<file path="src/rtl/rbsi_pkg.sv">
`default_nettype none

package rbsi_pkg;

    localparam int CB      = 32;
    localparam int FB      = 16;
    localparam int HB      = CB - 1;
    localparam int NW      = CB + 2 + FB;
    localparam int NMW     = CB + 1 + FB;
    localparam int DIV_LAT = CB + 3;

    typedef logic signed [CB-1:0] coord_t;

    localparam coord_t VMAX = {1'b0, {(CB-1){1'b1}}};
    localparam coord_t VMIN = {1'b1, {(CB-1){1'b0}}};

    localparam logic [1:0] AXIS_X = 2'd0;
    localparam logic [1:0] AXIS_Y = 2'd1;
    localparam logic [1:0] AXIS_Z = 2'd2;

    typedef enum logic [2:0] {
        REG_CENTER_X = 3'd0,
        REG_CENTER_Y = 3'd1,
        REG_CENTER_Z = 3'd2,
        REG_HALF_X   = 3'd3,
        REG_HALF_Y   = 3'd4,
        REG_HALF_Z   = 3'd5
    } cfg_reg_t;

    typedef struct packed {
        coord_t origin_x;
        coord_t origin_y;
        coord_t origin_z;
        coord_t dir_x;
        coord_t dir_y;
        coord_t dir_z;
    } in_word_t;

    typedef struct packed {
        logic       hit;
        coord_t     hit_x;
        coord_t     hit_y;
        coord_t     hit_z;
        logic [1:0] normal_axis;
        logic       normal_negative;
        logic       saturated;
    } out_word_t;

    // ray data that rides alongside the dividers, index 0 is x
    typedef struct packed {
        logic                valid;
        logic [2:0][CB-1:0] o;
        logic [2:0][CB-1:0] d;
        logic [2:0]          dz;
        logic [2:0]          slab_out;
    } ray_side_t;

    typedef struct packed {
        ray_side_t  side;
        coord_t     tmin;
        coord_t     tmax;
        logic [1:0] axis;
        logic       miss;
        logic       sat;
    } fold_t;

endpackage

`default_nettype wire

</file>
<file path="src/rtl/rbsi_fold.sv">
`default_nettype none

module rbsi_fold
    import rbsi_pkg::*;
(
    input  wire logic                clk,
    input  wire logic                rst_n,
    input  wire logic                en,
    input  wire logic [2:0][CB-1:0] t1,
    input  wire logic [2:0][CB-1:0] t2,
    input  wire logic [2:0]          tsat,
    input  wire ray_side_t           side_in,
    output fold_t                    fold_out
);

    typedef struct packed {
        logic [2:0][CB-1:0] lo;
        logic [2:0][CB-1:0] hi;
        logic [2:0]          ts;
    } slab_t;

    slab_t     slab_reg [0:2];
    ray_side_t side0_reg;
    fold_t     fold_reg [0:2];
    slab_t     slab_next;
    fold_t     fold_init;

    function automatic fold_t fold_step(fold_t s, coord_t lo, coord_t hi, logic ts,
                                        logic dz, logic so, logic [1:0] ax);
        fold_t r;
        r = s;
        if (!s.miss)
        begin
            if (!dz)
            begin
                r.sat = s.sat | ts;
                if (lo > s.tmin)
                begin
                    r.tmin = lo;
                    r.axis = ax;
                end
                if (hi < s.tmax)
                    r.tmax = hi;
                if ((r.tmin > r.tmax) || r.tmax[CB-1])
                    r.miss = 1'b1;
            end
            else if (so)
            begin
                r.miss = 1'b1;
            end
        end
        return r;
    endfunction

    always_comb
    begin
        for (int i = 0; i < 3; i++)
        begin
            if ($signed(t1[i]) > $signed(t2[i]))
            begin
                slab_next.lo[i] = t2[i];
                slab_next.hi[i] = t1[i];
            end
            else
            begin
                slab_next.lo[i] = t1[i];
                slab_next.hi[i] = t2[i];
            end
        end
        slab_next.ts = tsat;
    end

    always_comb
    begin
        fold_init      = '0;
        fold_init.side = side0_reg;
        fold_init.tmin = VMIN;
        fold_init.tmax = VMAX;
        fold_init.axis = AXIS_X;
    end

    always_ff @(posedge clk or negedge rst_n)
    begin
        if (!rst_n)
        begin
            side0_reg <= '0;
            for (int k = 0; k < 3; k++)
            begin
                slab_reg[k] <= '0;
                fold_reg[k] <= '0;
            end
        end
        else if (en)
        begin
            side0_reg   <= side_in;
            slab_reg[0] <= slab_next;
            slab_reg[1] <= slab_reg[0];
            slab_reg[2] <= slab_reg[1];
            fold_reg[0] <= fold_step(fold_init, coord_t'(slab_reg[0].lo[0]),
                                     coord_t'(slab_reg[0].hi[0]), slab_reg[0].ts[0],
                                     side0_reg.dz[0], side0_reg.slab_out[0], AXIS_X);
            fold_reg[1] <= fold_step(fold_reg[0], coord_t'(slab_reg[1].lo[1]),
                                     coord_t'(slab_reg[1].hi[1]), slab_reg[1].ts[1],
                                     fold_reg[0].side.dz[1],
                                     fold_reg[0].side.slab_out[1], AXIS_Y);
            fold_reg[2] <= fold_step(fold_reg[1], coord_t'(slab_reg[2].lo[2]),
                                     coord_t'(slab_reg[2].hi[2]), slab_reg[2].ts[2],
                                     fold_reg[1].side.dz[2],
                                     fold_reg[1].side.slab_out[2], AXIS_Z);
        end
    end

    assign fold_out = fold_reg[2];

endmodule

`default_nettype wire

</file>
<file path="config.mk">
export PLATFORM = sky130hd
export DESIGN_NAME = rbsi_fold
export DESIGN_NICKNAME = d
export VERILOG_FILES = /design/src/rtl/rbsi_pkg.sv /design/src/rtl/rbsi_fold.sv
export SDC_FILE = /design/constraint.sdc
export NUM_CORES = 2
export LEC_CHECK = 0
export BUFFER_PORTS_ARGS = -buffer_cell sky130_fd_sc_hd__buf_2
export CORE_ASPECT_RATIO = 1.25
export CORE_MARGIN = 2
export CORE_UTILIZATION = 57
export DETAILED_ROUTE_END_ITERATION = 10
export HOLD_SLACK_MARGIN = 0.03
export PLACE_DENSITY = 0.77
export REMOVE_ABC_BUFFERS = 1
export SLEW_MARGIN = 40
export SYNTH_ARGS = -nofsm -noshare
export SYNTH_HDL_FRONTEND = slang
export SYNTH_SLANG_ARGS = --single-unit
</file>
<file path="constraint.sdc">
create_clock -name clk -period 5.33 [get_ports clk]
set_clock_uncertainty 0.15 [all_clocks]
set_input_delay 1.066 -clock clk [delete_from_list [all_inputs] [get_ports clk]]
set_output_delay 1.066 -clock clk [all_outputs]
set_load 0.02 [all_outputs]
</file>
==> metrics <==
Synth Cell Area=66560 um^2; Synth Flop Type=dfrtp_1; post-synthesis cell type count=64; commonest non-fill, non-tap cell in the layout=dfrtp_1; initial antenna violation count=84; Seq/Total Area, Yosys=~52%; final wirelength=about 170000 um; Critical Path Start Type=flip-flop; Reg power frac=around two fifths; CTS buffer count=139; via count=~45000; CP Data Required Time=5.81 ns; post-DP HPWL=about 120000 um; post-synth top area share=around 52%; Mean Syn Cell Area=between 10 and 15 um^2; total die area=119500 um^2; switching power=approximately 11 mW; Starting DRT DRC Count=roughly 3600; DR WL/cell=between 20 and 25 um; Slew HR=approximately 47%; Clock Path Buffers=3; EDFF count, synth=0; clock power share=between 30% and 40%; worst-skew pair later-pin latency=roughly 0.78 ns; Worst Tran Pin Value=0.7953 ns; outcome=completed; GRT overflow=0; setup TNS=0 ns; dpl ws=-0.06651 ns; Hold WS=0.3477 ns; Final period util=96.89%; Critical Path Fanout Max=6; fin area=approximately 75000 um^2; Slew Viols, Final=0; Global Route Usage Sum=between 20% and 30%; ratio of cells with drive above 1 in the final layout=35.89%; # rows=140; Peak supply drop=around 0.35 mV; FMAX=193.6 MHz; first-pass GRT wire length=roughly 260000 um; logic gate share of total power=28.4%; commonest non-fill, non-tap cells in the layout=dfrtp_1 (1386), mux2_2 (1054), buf_2 (661); CORE AREA=~120000 um^2; final-report hold violation count=0; Routed Antenna Nets=0; vias in the first global route=between 40000 and 50000; top post-synthesis cells by area=dfrtp_1 (52%), mux2_2 (18%), ha_1 (6.0%), buf_4 (3.1%), o21ai_0 (2.7%); I/O Pins=~660; GP Congestion=around 0.90; crit path kind=flip-flop to flip-flop; Largest register FFs=roughly 530; CP arrival=5.64 ns; Worst Hold Class=flip-flop to flip-flop; clk slew on worst S/H paths=roughly 0.06 ns; Layout area overhead=13.03%; YS warnings=0; CTS tree=built; Initial DRT Pass Iterations=7; post-DR vias/cell=about 5.8; PD cells=between 400 and 500 nW/um^2; Power Internal=between 20 and 25 mW; final setup fails=0; Design Power=about 33 mW; Final min period=slightly above 5 ns; maxcap violations=0; Root Driver=clkbuf_16; cell count after synthesis=5669; Port Buf Inserts=about 660; Yosys top cell by area=dfrtp_1; ys async rst share=between 90% and 100%; Die Y-Extent=just under 400 um; FILL cells=a little under 9000; initial core utilization=a little under three fifths; Setup crit end kind=flip-flop; CTS H-tree lvls=4; die width=roughly 310 um; CTS Sinks=1387; Post-DP Area=70260 um^2; DRC=0; Leakage Power=34.58 nW; # nets final=between 6000 and 7000; setup ws final=between 0.15 and 0.2 ns; largest net degree at the start of global routing=roughly 150; register bit count reported by yosys=1387; Sw Ratio=32.43%
-- cells by family after synthesis --
kind of cell    count (synthesis)  share of synthesized area, %
compound gates               1002                         9.106
fa+ha+maj                     318                         5.978
buf+inv                       936                         6.982
flops                        1387                         52.15
mux                          1155                         19.58
simple gates                  871                         6.209
-- power groups by stage --
stage / clock (mW) / sequential [mW] / combinational, mW
after floorplan: 0 / 14.2 / 5.26
after global placement: 0 / 13.9 / 9.11
after detailed placement: 0 / 14.0 / 9.35
after CTS: 10.3 / 13.8 / 9.45
after global routing: 10.7 / 14.1 / 10.4
final: 10.1 / 13.9 / 9.51
-- cell usage after synthesis (all sizes together) (2+ instances only) --
library cell and number:
mux2 1088, a2111oi 3, clkbuf 308, and4 8
a211oi 11, or3 7, nor4 8, o211a 4
o2111ai 2, ha 318, mux2i 67, nand3b 34
o221ai 63, a21oi 160, o21a 13, and3 5
inv 296, nand2 100, nand2b 9, a31oi 231
nor2 323, a21boi 2, nand4 66, or2 6
o21ai 363, a221oi 4, o31ai 6, a211o 2
or4 5, dfrtp 1387, nand3 276, nor2b 13
nor3 9, buf 332, a21o 87, o211ai 42
-- critical path: stages (launching register included) --
cell and delay, ns:
dfrtp_1 0.38, ha_1 0.32, a21o_1 0.16, a21o_1 0.16, a21oi_1 0.26, o22ai_2 0.12
a2111oi_2 0.29, buf_4 0.20, o211ai_1 0.11, and3_4 0.22, buf_4 0.14, mux2_4 0.29
ha_1 0.30, nand4_1 0.21, or4_4 0.51, or4_4 0.57, nand2_1 0.08, mux2i_1 0.11
a2111oi_2 0.29, o21ai_1 0.13
-- layout make-up --
| type | count | area (um^2) | area share (%) |
|---|---|---|---|
| flip-flops and latches | 1387 | 34710 | 46.14 |
| repair buffers | 871 | 5309 | 7.057 |
| inverters | 296 | 1111 | 1.477 |
| clock buffers | 198 | 3971 | 5.279 |
| clock inverters | 48 | 729.5 | 0.9696 |
| diodes | 36 | 90.09 | 0.1197 |
| multi-input cells | 3346 | 27360 | 36.36 |
| well taps | 1562 | 1954 | 2.598 |
-- timing repair --
action	4_1_cts	5_1_grt
pin swaps	2	4
endpoints found under the hold margin	16	0
hold buffers	1	0
setup endpoints to repair	2	2
cloned	0	0
gates resized for setup	7	10
buffers inserted	0	7
-- metal layers --
layer	part of all wire [%]	up-vias	global-route usage [%]
met4	5.1	82	14.30
met1	39	22420	33.97
li1	-	20720	-
met2	48	1391	45.62
met3	7.4	415	7.665
met5	0.30	-	0
-- metrics by stage --
stage / util, % / instances
2_1_floorplan: - / 5029
3_3_place_gp: 60.46 / 7451
3_5_place_dp: 60.50 / 7452
4_1_cts: 64.58 / 7699
5_1_grt: 64.75 / 7730
6_report: 64.78 / 7744
-- final timing paths --
check | from | end | slack, ns | cells past startpoint
hold / removal | fold_reg[419] | fold_out[152] | 0.35 | 1
setup reg to reg | slab_reg[172] | fold_out[1] | 0.17 | 19
setup / recovery | slab_reg[172] | fold_out[1] | 0.17 | 19
hold reg to reg | fold_reg[419] | fold_out[152] | 0.35 | 1
max in group asynchronous | rst_n | fold_init[71] | 2.82 | 4
min in group asynchronous | rst_n | fold_init[141] | 0.66 | 2
(Power assumes the default switching activity.)
